==> src/hw/rtl/icsp_serial_programming_master_unit_assert.svh <==
// assertion macros for the rtl
`ifndef ICSP_SERIAL_PROGRAMMING_MASTER_UNIT_ASSERT_SVH
`define ICSP_SERIAL_PROGRAMMING_MASTER_UNIT_ASSERT_SVH

// same-cycle implication
`define ICSP_ASSERT_NOW(label, ante, cons) \
	label: assert property (@(posedge clk) disable iff (!arst_n) (ante) |-> (cons)) \
		else $error("icsp assertion failed");

// next-cycle implication
`define ICSP_ASSERT_NEXT(label, ante, cons) \
	label: assert property (@(posedge clk) disable iff (!arst_n) (ante) |=> (cons)) \
		else $error("icsp assertion failed");

`endif

==> src/hw/rtl/icsp_pkg.sv <==
`default_nettype none
package icsp_pkg;

	typedef enum logic [2:0] {
		OP_IDLE  = 3'd0,
		OP_ENTER = 3'd1,
		OP_EXIT  = 3'd2,
		OP_CMD   = 3'd3,
		OP_WRITE = 3'd4,
		OP_READ  = 3'd5
	} op_e_t;

	localparam logic [2:0] REG_CLOCK_HIGH = 3'd0;
	localparam logic [2:0] REG_CLOCK_LOW  = 3'd1;
	localparam logic [2:0] REG_READ_VALID = 3'd2;
	localparam logic [2:0] REG_MCLR_PULSE = 3'd3;
	localparam logic [2:0] REG_ENTRY_HOLD = 3'd4;
	localparam logic [2:0] REG_ENTRY_KEY  = 3'd5;

	localparam logic [15:0] CLOCK_HIGH_RST = 16'd1;
	localparam logic [15:0] CLOCK_LOW_RST  = 16'd1;
	localparam logic [15:0] READ_VALID_RST = 16'd1;
	localparam logic [15:0] MCLR_PULSE_RST = 16'd1;
	localparam logic [15:0] ENTRY_HOLD_RST = 16'd250;
	localparam logic [31:0] ENTRY_KEY_RST  = 32'h4D434850;

	localparam logic [5:0] KEY_BITS   = 6'd32;
	localparam logic [5:0] CMD_BITS   = 6'd6;
	localparam logic [5:0] FRAME_BITS = 6'd16;

	typedef struct packed {
		logic [2:0]  mode;
		logic [5:0]  command_code;
		logic [15:0] write_word;
		logic [15:0] post_delay;
		logic        data_pin_level;
	} request_t;

	typedef struct packed {
		logic        clock_pin;
		logic        data_pin;
		logic        data_drive;
		logic        mclr_pin;
		logic        mclr_drive;
		logic        busy_res;
		logic        done_res;
		logic [14:0] read_word;
		logic        rejected;
	} response_t;

	typedef struct packed {
		op_e_t       op;
		logic        start;
		logic [5:0]  cmd;
		logic [15:0] word;
		logic [15:0] delay;
		logic        level;
	} task_t;

	typedef struct packed {
		logic [15:0] clock_high;
		logic [15:0] clock_low;
		logic [15:0] read_valid;
		logic [15:0] mclr_pulse;
		logic [15:0] entry_hold;
		logic [31:0] entry_key;
	} cfg_t;

	typedef struct packed {
		logic clk;
		logic dat;
		logic ddrv;
		logic mclr;
		logic mdrv;
	} pins_t;

endpackage
`default_nettype wire

==> src/hw/rtl/icsp_front.sv <==
`default_nettype none
module icsp_front import icsp_pkg::*; (
	input  wire logic     clk,
	input  wire logic     arst_n,
	input  wire logic     push,
	output logic          full,
	input  wire request_t request,
	output logic          task_valid,
	output task_t         task_item,
	input  wire logic     task_take
);

	task_t      entry_q [2];
	logic       wr_q;
	logic       rd_q;
	logic [1:0] count_q;
	logic       wr_en;
	task_t      cls;

	always_comb begin
		cls.start = 1'b1;
		unique case (request.mode)
			3'(OP_ENTER): cls.op = OP_ENTER;
			3'(OP_EXIT):  cls.op = OP_EXIT;
			3'(OP_CMD):   cls.op = OP_CMD;
			3'(OP_WRITE): cls.op = OP_WRITE;
			3'(OP_READ):  cls.op = OP_READ;
			default: begin
				cls.op    = OP_IDLE;
				cls.start = 1'b0;
			end
		endcase
		cls.cmd   = request.command_code;
		cls.word  = request.write_word;
		cls.delay = request.post_delay;
		cls.level = request.data_pin_level;
	end

	assign full       = (count_q == 2'd2);
	assign wr_en      = push && !full;
	assign task_valid = (count_q != 2'd0);
	assign task_item  = entry_q[rd_q];

	always_ff @(posedge clk) begin
		if (wr_en) begin
			entry_q[wr_q] <= cls;
		end
	end

	always_ff @(posedge clk or negedge arst_n) begin
		if (!arst_n) begin
			wr_q    <= 1'b0;
			rd_q    <= 1'b0;
			count_q <= 2'd0;
		end else begin
			if (wr_en) begin
				wr_q <= ~wr_q;
			end
			if (task_take) begin
				rd_q <= ~rd_q;
			end
			count_q <= count_q + 2'(wr_en) - 2'(task_take);
		end
	end

endmodule
`default_nettype wire

==> src/hw/rtl/icsp_seq.sv <==
`default_nettype none
`include "icsp_serial_programming_master_unit_assert.svh"
module icsp_seq import icsp_pkg::*; #(
	parameter int DELAY_WIDTH = 16
) (
	input  wire logic  clk,
	input  wire logic  arst_n,
	input  wire cfg_t  cfg,
	input  wire logic  step,
	input  wire task_t t,
	output response_t res
);

	localparam logic [2:0] EN_PULSE     = 3'd0;
	localparam logic [2:0] EN_HOLD      = 3'd1;
	localparam logic [2:0] EN_SETUP     = 3'd2;
	localparam logic [2:0] EN_HIGH      = 3'd3;
	localparam logic [2:0] EN_LAST_LOW  = 3'd4;
	localparam logic [2:0] EN_LAST_HIGH = 3'd5;
	localparam logic [2:0] SH_HIGH      = 3'd0;
	localparam logic [2:0] SH_LOW       = 3'd1;
	localparam logic [2:0] SH_WAIT      = 3'd2;
	localparam logic [2:0] RD_HIGH      = 3'd0;
	localparam logic [2:0] RD_VALID     = 3'd1;
	localparam logic [2:0] RD_LOW       = 3'd2;

	op_e_t                  op_q, n_op;
	logic [2:0]             phase_q, n_phase;
	logic [5:0]             bit_q, n_bit, nb;
	logic [31:0]            shift_q, n_shift;
	logic [DELAY_WIDTH-1:0] wait_q, n_wait, wc;
	logic [15:0]            rshift_q, n_rshift;
	logic [15:0]            pdelay_q, n_pdelay;
	logic [14:0]            rword_q, n_rword;
	pins_t                  pins_q, n_pins;
	logic                   done;
	logic                   rej;
	logic                   fin;
	logic [5:0]             count;

	function automatic logic [DELAY_WIDTH-1:0] ld(input logic [15:0] n);
		logic [DELAY_WIDTH-1:0] w;
		w = DELAY_WIDTH'(n);
		return (w == '0) ? DELAY_WIDTH'(1) : w;
	endfunction

	always_comb begin
		n_op     = op_q;
		n_phase  = phase_q;
		n_bit    = bit_q;
		n_shift  = shift_q;
		n_wait   = wait_q;
		n_rshift = rshift_q;
		n_pdelay = pdelay_q;
		n_rword  = rword_q;
		n_pins   = pins_q;
		done     = 1'b0;
		rej      = 1'b0;
		fin      = 1'b0;
		nb       = bit_q + 6'd1;
		wc       = wait_q;
		count    = (op_q == OP_CMD) ? CMD_BITS : FRAME_BITS;
		if (op_q != OP_IDLE) begin
			rej = t.start;
			if (wait_q != '0) begin
				wc = wait_q - DELAY_WIDTH'(1);
			end
			n_wait = wc;
			if (wc == '0) begin
				unique case (op_q)
					OP_ENTER: begin
						if (phase_q == EN_PULSE) begin
							n_pins.mclr = 1'b0;
							n_phase     = EN_HOLD;
							n_wait      = ld(cfg.entry_hold);
						end else if (phase_q == EN_HOLD) begin
							n_pins.dat = shift_q[0];
							n_phase    = EN_SETUP;
							n_wait     = ld(cfg.clock_low);
						end else if (phase_q == EN_SETUP) begin
							n_pins.clk = 1'b1;
							n_phase    = EN_HIGH;
							n_wait     = ld(cfg.clock_high);
						end else if (phase_q == EN_HIGH) begin
							n_pins.clk = 1'b0;
							n_shift    = shift_q >> 1;
							n_bit      = nb;
							if (nb < KEY_BITS) begin
								n_pins.dat = n_shift[0];
								n_phase    = EN_SETUP;
							end else begin
								n_pins.dat = 1'b0;
								n_phase    = EN_LAST_LOW;
							end
							n_wait = ld(cfg.clock_low);
						end else if (phase_q == EN_LAST_LOW) begin
							n_pins.clk = 1'b1;
							n_phase    = EN_LAST_HIGH;
							n_wait     = ld(cfg.clock_high);
						end else begin
							n_pins.clk = 1'b0;
							fin        = 1'b1;
						end
					end
					OP_CMD, OP_WRITE: begin
						if (phase_q == SH_HIGH) begin
							n_pins.clk = 1'b0;
							n_phase    = SH_LOW;
							n_wait     = ld(cfg.clock_low);
						end else if (phase_q == SH_LOW) begin
							n_shift = shift_q >> 1;
							n_bit   = nb;
							if (nb < count) begin
								n_pins.clk = 1'b1;
								n_pins.dat = n_shift[0];
								n_phase    = SH_HIGH;
								n_wait     = ld(cfg.clock_high);
							end else begin
								n_pins.dat = 1'b0;
								if (op_q == OP_WRITE) begin
									fin = 1'b1;
								end else begin
									n_phase = SH_WAIT;
									n_wait  = ld(pdelay_q);
								end
							end
						end else begin
							fin = 1'b1;
						end
					end
					OP_READ: begin
						if (phase_q == RD_HIGH) begin
							n_phase = RD_VALID;
							n_wait  = ld(cfg.read_valid);
						end else if (phase_q == RD_VALID) begin
							if (bit_q < FRAME_BITS) begin
								n_rshift[bit_q[3:0]] = rshift_q[bit_q[3:0]] | t.level;
							end
							n_pins.clk = 1'b0;
							n_phase    = RD_LOW;
							n_wait     = ld(cfg.clock_low);
						end else begin
							n_bit = nb;
							if (nb < FRAME_BITS) begin
								n_pins.clk = 1'b1;
								n_phase    = RD_HIGH;
								n_wait     = ld(cfg.clock_high);
							end else begin
								n_pins.ddrv = 1'b1;
								n_rword     = rshift_q[15:1];
								fin         = 1'b1;
							end
						end
					end
					default: fin = 1'b1;
				endcase
			end
			if (fin) begin
				n_op    = OP_IDLE;
				n_phase = 3'd0;
				done    = 1'b1;
			end
		end else if (t.start) begin
			n_phase = 3'd0;
			n_bit   = 6'd0;
			unique case (t.op)
				OP_ENTER: begin
					n_op   = OP_ENTER;
					n_shift = cfg.entry_key;
					n_pins = '{clk: 1'b0, dat: 1'b0, ddrv: 1'b1, mclr: 1'b1, mdrv: 1'b1};
					n_wait = ld(cfg.mclr_pulse);
				end
				OP_EXIT: begin
					n_pins.clk  = 1'b0;
					n_pins.dat  = 1'b0;
					n_pins.mclr = 1'b0;
					n_pins.mdrv = 1'b0;
					done        = 1'b1;
				end
				OP_CMD, OP_WRITE: begin
					n_op        = t.op;
					n_shift     = (t.op == OP_CMD) ? {26'd0, t.cmd} : {16'd0, t.word[14:0], 1'b0};
					n_pdelay    = t.delay;
					n_pins.clk  = 1'b1;
					n_pins.dat  = n_shift[0];
					n_pins.ddrv = 1'b1;
					n_wait      = ld(cfg.clock_high);
				end
				OP_READ: begin
					n_op        = OP_READ;
					n_rshift    = 16'd0;
					n_pins.ddrv = 1'b0;
					n_pins.clk  = 1'b1;
					n_wait      = ld(cfg.clock_high);
				end
				default: n_op = op_q;
			endcase
		end
		res.clock_pin  = n_pins.clk;
		res.data_pin   = n_pins.dat;
		res.data_drive = n_pins.ddrv;
		res.mclr_pin   = n_pins.mclr;
		res.mclr_drive = n_pins.mdrv;
		res.busy_res   = (n_op != OP_IDLE);
		res.done_res   = done;
		res.read_word  = n_rword;
		res.rejected   = rej;
	end

	always_ff @(posedge clk or negedge arst_n) begin
		if (!arst_n) begin
			op_q     <= OP_IDLE;
			phase_q  <= 3'd0;
			bit_q    <= 6'd0;
			shift_q  <= 32'd0;
			wait_q   <= '0;
			rshift_q <= 16'd0;
			pdelay_q <= 16'd0;
			rword_q  <= 15'd0;
			pins_q   <= '0;
		end else if (step) begin
			op_q     <= n_op;
			phase_q  <= n_phase;
			bit_q    <= n_bit;
			shift_q  <= n_shift;
			wait_q   <= n_wait;
			rshift_q <= n_rshift;
			pdelay_q <= n_pdelay;
			rword_q  <= n_rword;
			pins_q   <= n_pins;
		end
	end

	`ICSP_ASSERT_NOW(a_wait_loaded, op_q != OP_IDLE, wait_q != '0)
	`ICSP_ASSERT_NOW(a_done_idle, step && res.done_res, !res.busy_res)
	`ICSP_ASSERT_NOW(a_reject_busy, step && res.rejected, op_q != OP_IDLE)
	`ICSP_ASSERT_NEXT(a_read_release, step && op_q == OP_IDLE && t.start && t.op == OP_READ,
		!pins_q.ddrv && op_q == OP_READ)

endmodule
`default_nettype wire

==> src/hw/rtl/icsp_rsp_q.sv <==
`default_nettype none
module icsp_rsp_q import icsp_pkg::*; (
	input  wire logic      clk,
	input  wire logic      arst_n,
	input  wire logic      wr_en,
	input  wire response_t wr_data,
	output logic           room,
	output logic           empty,
	input  wire logic      pop,
	output response_t      response
);

	response_t  entry_q [2];
	logic       wr_q;
	logic       rd_q;
	logic [1:0] count_q;
	logic       rd_en;

	assign room     = (count_q != 2'd2);
	assign empty    = (count_q == 2'd0);
	assign rd_en    = pop && !empty;
	assign response = entry_q[rd_q];

	always_ff @(posedge clk) begin
		if (wr_en) begin
			entry_q[wr_q] <= wr_data;
		end
	end

	always_ff @(posedge clk or negedge arst_n) begin
		if (!arst_n) begin
			wr_q    <= 1'b0;
			rd_q    <= 1'b0;
			count_q <= 2'd0;
		end else begin
			if (wr_en) begin
				wr_q <= ~wr_q;
			end
			if (rd_en) begin
				rd_q <= ~rd_q;
			end
			count_q <= count_q + 2'(wr_en) - 2'(rd_en);
		end
	end

endmodule
`default_nettype wire

==> src/hw/rtl/icsp_serial_programming_master_unit.sv <==
// channel   | direction | handshake        | payload
// request   | in        | push / full      | request_t (mode, code, word, delay, pin level)
// response  | out       | pop / empty      | response_t (pins, busy, done, read word, reject)
// config    | in        | apb psel/penable | six registers at 4*i
// one tick item per cycle while neither queue stalls; each is registered in both queues
// the sequencer takes one queued item per cycle while the result queue has room
// each side stalls on its own through two-entry queues at either end
// reset is asynchronous, active low, and needs no clearing pass
`default_nettype none
module icsp_serial_programming_master_unit import icsp_pkg::*; #(
	parameter int DELAY_WIDTH = 16
) (
	input  wire logic        clk,
	input  wire logic        arst_n,
	input  wire logic        push,
	output logic             full,
	input  wire request_t    request,
	output logic             empty,
	input  wire logic        pop,
	output response_t        response,
	input  wire logic        psel,
	input  wire logic        penable,
	input  wire logic        pwrite,
	input  wire logic [4:0]  paddr,
	input  wire logic [31:0] pwdata,
	output logic [31:0]      prdata,
	output logic             pready
);

	cfg_t       cfg_q;
	logic [2:0] index;
	logic       task_valid;
	task_t      task_item;
	logic       room;
	logic       take;
	response_t  seq_res;

	assign pready = 1'b1;
	assign index  = paddr[4:2];

	always_ff @(posedge clk or negedge arst_n) begin
		if (!arst_n) begin
			cfg_q.clock_high <= CLOCK_HIGH_RST;
			cfg_q.clock_low  <= CLOCK_LOW_RST;
			cfg_q.read_valid <= READ_VALID_RST;
			cfg_q.mclr_pulse <= MCLR_PULSE_RST;
			cfg_q.entry_hold <= ENTRY_HOLD_RST;
			cfg_q.entry_key  <= ENTRY_KEY_RST;
		end else if (psel && penable && pwrite) begin
			unique case (index)
				REG_CLOCK_HIGH: cfg_q.clock_high <= pwdata[15:0];
				REG_CLOCK_LOW:  cfg_q.clock_low  <= pwdata[15:0];
				REG_READ_VALID: cfg_q.read_valid <= pwdata[15:0];
				REG_MCLR_PULSE: cfg_q.mclr_pulse <= pwdata[15:0];
				REG_ENTRY_HOLD: cfg_q.entry_hold <= pwdata[15:0];
				REG_ENTRY_KEY:  cfg_q.entry_key  <= pwdata;
				default: ;
			endcase
		end
	end

	always_comb begin
		unique case (index)
			REG_CLOCK_HIGH: prdata = {16'd0, cfg_q.clock_high};
			REG_CLOCK_LOW:  prdata = {16'd0, cfg_q.clock_low};
			REG_READ_VALID: prdata = {16'd0, cfg_q.read_valid};
			REG_MCLR_PULSE: prdata = {16'd0, cfg_q.mclr_pulse};
			REG_ENTRY_HOLD: prdata = {16'd0, cfg_q.entry_hold};
			REG_ENTRY_KEY:  prdata = cfg_q.entry_key;
			default:        prdata = 32'd0;
		endcase
	end

	assign take = task_valid && room;

	icsp_front u_front (
		.clk        (clk),
		.arst_n     (arst_n),
		.push       (push),
		.full       (full),
		.request    (request),
		.task_valid (task_valid),
		.task_item  (task_item),
		.task_take  (take)
	);

	icsp_seq #(
		.DELAY_WIDTH (DELAY_WIDTH)
	) u_seq (
		.clk    (clk),
		.arst_n (arst_n),
		.cfg    (cfg_q),
		.step   (take),
		.t      (task_item),
		.res    (seq_res)
	);

	icsp_rsp_q u_rsp_q (
		.clk      (clk),
		.arst_n   (arst_n),
		.wr_en    (take),
		.wr_data  (seq_res),
		.room     (room),
		.empty    (empty),
		.pop      (pop),
		.response (response)
	);

endmodule
`default_nettype wire
==> config.mk <==
export PLATFORM = sky130hd
export DESIGN_NAME = icsp_serial_programming_master_unit
export DESIGN_NICKNAME = d
export VERILOG_FILES = /design/src/hw/rtl/icsp_pkg.sv /design/src/hw/rtl/icsp_front.sv /design/src/hw/rtl/icsp_seq.sv /design/src/hw/rtl/icsp_rsp_q.sv /design/src/hw/rtl/icsp_serial_programming_master_unit.sv
export VERILOG_INCLUDE_DIRS = /design/src /design/src/hw/rtl
export SDC_FILE = /design/constraint.sdc
export NUM_CORES = 1
export LEC_CHECK = 0
export BUFFER_PORTS_ARGS = -buffer_cell sky130_fd_sc_hd__clkbuf_2
export CAP_MARGIN = 20
export CORE_ASPECT_RATIO = 0.6
export CORE_UTILIZATION = 35
export CTS_BUF_LIST = sky130_fd_sc_hd__clkbuf_8 sky130_fd_sc_hd__clkbuf_16
export DETAILED_ROUTE_END_ITERATION = 12
export PLACE_DENSITY_LB_ADDON = 0.25
export SYNTH_ARGS = -nofsm -noshare
export SYNTH_HDL_FRONTEND = slang
export SYNTH_SLANG_ARGS = --single-unit
==> constraint.sdc <==
create_clock -name clk -period 3.3 [get_ports clk]
set_clock_uncertainty 0.1 [all_clocks]
set_input_delay 0.66 -clock clk [delete_from_list [all_inputs] [get_ports clk]]
set_output_delay 0.66 -clock clk [all_outputs]
set_load 0.01 [all_outputs]
==> results.txt <==
* Routed Wire Length: 73.2 mm
* Number of design-rule violations left by the first detailed-router iteration: 1931
- Num CTS Buffers: 38
- In this run, synthesis produced a sequential element count of 362.
* RR Endpoint: u_seq.op_q[0]
* I/O pins: 144
* Area of the placeable core: 53300 um2
- Following the worst setup path forward leads to its endpoint at u_seq.op_q[0].
* Global-route wire length before repair: 108 mm
- For this run, the number of Yosys warnings is 0.
* Largest net degree at the start of global routing: 59
- Area overhead of the layout relative to synthesis: 23.2%
- CP Class: reg -> reg
- Die Footprint: 55600 um2
* Final setup violation count: 0
- Summing all multi-input logic gate instances after layout gives 9020 um2.
- In this run, distinct cell masters in the synthesized netlist total 85.
- Max Freq: 312 MHz
* Worst R2R Setup Slack: 0.09 ns
- Residual DRC: 0
- The number of antenna diodes in the final layout is 0.
- Worst-case reg-to-reg path depth: 16
- Filler instances: 5026
- The internal power of the cells totals 0.0121 W.
- Proportion of power drawn by combinational gates: 0.455
* Worst skew pair latency: 0.56 ns
* Initial core utilization: 0.359
- Syn_area_per_cell: 11.2 um2
- Across the run, the number of max-cap violations was 0.
- Adding up every negative setup slack in the final design gives 0 ns.
* CTS sink count: 362
- Slew @ Worst Pin: 0.971 ns
* Total routing usage reported by global routing: 0.261
* CTS HTree Levels: 2
* Sequential power share: 0.335
- Dominant delay contributor by cell family on the critical path: compound AO/OA/AOI/OAI gates
- In this run the worst hold path is classified as in -> reg.
* Number of enable flip-flop cells after synthesis: 130
* Sum of buffers and inverters on the critical path: 4
* Post-synthesis instance area: 19100 um2
- Detailed-route via count: 16150
* Seq/Total Area, Yosys: 0.509
* Power spent charging and discharging nets: 0.00872 W
- Data on the critical path is required at its endpoint by 3.65 ns.
- Chip Height: 183 um
- Row generation in the floorplan step produced 65 rows.
* Overflow left after global routing: 0
- The startpoint identified for the worst hold timing path is request[6].
* CTS tree: yes
* CP max stage delay: 0.39 ns
* Area fraction of the dominant cell type after synthesis: 0.276
- Cell occurring most often along the worst timing path: buf_4
- Logic depth of the worst setup path including buffers: 16
* PnR worst setup slack: 0.0933 ns
- Clock-pin slew reported for the worst setup and hold paths after clock tree synthesis: 0.07 ns
- Dividing the final minimum period by the clock period gives 0.972.
- Of the total power, the share spent switching nets is 0.419.
- Leading cell types in the layout, fill and taps excluded: buf_4 (209), dfrtp_1 (207), mux2_2 (155)
- Average via count per standard cell: 5.94
- Unrepaired setup endpoints after global routing: true
- Cells after Synth: 1702
- The congestion estimate from routability-driven global placement came to 1.03.
- Prior to clock tree synthesis, the placed netlist has a worst setup slack of -0.0936 ns.
- Slew Limit Headroom: 0.347
* Portion of total power attributed to the clock network: 0.210
- Buffers placed on the I/O ports in this run total 139.
- List of cells traversed by the critical path: ha_2 > and3_4 > xnor2_4 > ha_4 > a21oi_2 > o211a_1 > buf_4 > nand2b_4 > o211ai_1 > buf_4 > buf_4 > a21oi_2 > o211ai_1 > buf_4 > or2_2 > a32o_1
* Area contributors post-synth: dfrtp_1 (28%), edfxtp_1 (20%), mux2_2 (9.1%)
* Final max-slew violation count: 0
- The worst setup path is captured at a register.
- Commonest register cell after synthesis: dfrtp_1
* Post-layout net count: 2084
* Cell Count Post-Placement: 2644
- Worst ir drop on vdd: 387 uV
- Crit-path slowest cell: dfrtp_1
- Final core area utilization: 0.442
* Vias in the first global route: 15583
* Post-Route Hold Slack: 0.193 ns
* Critical path data arrival time: 3.56 ns
- Power density over cell area: 882 nW/um2
* Launch point of the worst reg-to-reg path: u_seq.bit_q[0]
* Length of the first detailed-routing pass in iterations: 6
- The initial antenna violation count came to 2.
- The cell sitting at the root of the clock tree is a clkbuf_16.
- In this run the remaining antenna-violating nets after routing total 0.
- When the netlist entered floorplanning its net count stood at 1799.
- Async S/R FF share, synth: 0.641
- Sort of element at the start of the critical path: register
* Run status: finished, final reports clean
- Hold violation count in the final report: 0
- Reg area: 9740 um2
- In the final routed layout, each cell accounts on average for 26.9 um.
- In this run the worst setup path begins at u_seq.bit_q[0].
- Library cell occupying the most area in the post-synthesis netlist: dfrtp_1
- Leakage power summed over all cells: 9.96 nW
* Most frequent standard cell in the layout excluding fill and tap cells: buf_4
* Total half-perimeter wirelength after legalization and detailed placement: 55.3 mm
- The floorplan step set the die width to 304 um.
- Final Non-Filler Cells: 2720
- Max FO, Critical Path: 4
- Fraction of layout cells with a size suffix above 1: 0.353
* Time the final worst path needs with I/O delays and setup: 3.21 ns
- Buffers from clock root to sink, at most: 3
-- layer usage --
layer	global-route usage	wire length (um)	vias to the layer above
met1	0.415	36000	8160
met3	0.0825	8440	101
met4	0.0508	1420	2
met5	0	17	-
li1	-	-	7069
met2	0.335	27300	818
-- final cells by class --
cell class              count  area share
repair buffers            363       0.108
clock buffers              41      0.0421
well taps                 703      0.0373
multi-input cells        1191       0.383
flip-flops and latches    362       0.413
clock inverters            29      0.0109
inverters                  31     0.00494
-- Yosys cell counts (33+ instances only) --
| cell type | n |
|---|---|
| nand2_1 | 125 |
| dfrtp_1 | 211 |
| nor2_1 | 89 |
| mux2_2 | 155 |
| nor3_1 | 46 |
| o21ai_0 | 106 |
| a22oi_1 | 57 |
| nand3_1 | 35 |
| a21oi_1 | 86 |
| nor4_1 | 33 |
| mux2i_1 | 61 |
| edfxtp_1 | 130 |
| clkbuf_1 | 96 |
-- sequential cells by signal, summed over array words and instances (netlist names), 5 cells and up --
register / count
u_seq.bit_q: 6
u_rsp_q.entry_q: 46
u_seq.wait_q: 16
u_seq.pdelay_q: 16
u_seq.rword_q: 15
u_seq.pins_q: 5
u_seq.shift_q: 32
u_seq.rshift_q: 16
cfg_q: 112
u_front.entry_q: 84
-- power groups by stage --
stage	combinational [W]	sequential, W	clock [W]
global route	0.0100	0.00707	0.00465
global placement	0.00886	0.00698	0
CTS	0.00901	0.00694	0.00447
detailed placement	0.00891	0.00702	0
floorplan	0.00509	0.00657	0
finish	0.00945	0.00697	0.00436
-- logic make-up after synthesis --
logic type               count (synthesis)  synth area share
buffers and inverters                  149            0.0323
XOR/XNOR                                19           0.00870
AND/OR/NAND/NOR                        434             0.117
adder cells (fa/ha/maj)                 13           0.00824
flip-flops                             362             0.509
multiplexers                           269             0.162
other                                    1          0.000196
AO/OA/AOI/OAI                          455             0.162
-- what timing repair did --
item	CTS	global route
pin swaps	1	12
gates cloned	0	1
setup buffers	0	2
resized for setup	16	42
hold buffers	1	0
endpoints found under the hold margin	53	0
endpoints found under the setup margin	52	116
-- worst min path at each step --
stage,end,slack [ns],depth (start not counted)
2_1_floorplan,cfg_q[0],0.26,0
3_3_place_gp,u_seq.rword_q[5],0.37,1
3_5_place_dp,u_seq.rword_q[13],0.38,1
4_1_cts,u_front.entry_q[1][6],0.17,1
5_1_grt,u_front.entry_q[1][10],0.17,1
6_report,u_front.entry_q[1][6],0.19,1
-- worst reg2reg max path: stages (launching register included) --
cell	delay (ns)
dfrtp_1	0.39
ha_2	0.20
and3_4	0.20
xnor2_4	0.15
ha_4	0.29
a21oi_2	0.05
o211a_1	0.11
buf_4	0.14
nand2b_4	0.08
o211ai_1	0.10
buf_4	0.21
buf_4	0.15
a21oi_2	0.12
o211ai_1	0.11
buf_4	0.16
or2_2	0.32
a32o_1	0.22
-- through the flow --
step	cell area [um2]	power (W)
6_report	23600	0.0208
5_1_grt	23600	0.0217
4_1_cts	23300	0.0204
3_5_place_dp	22000	0.0159
3_3_place_gp	22000	0.0158
2_1_floorplan	19100	0.0117
(Power assumes the default switching activity.)
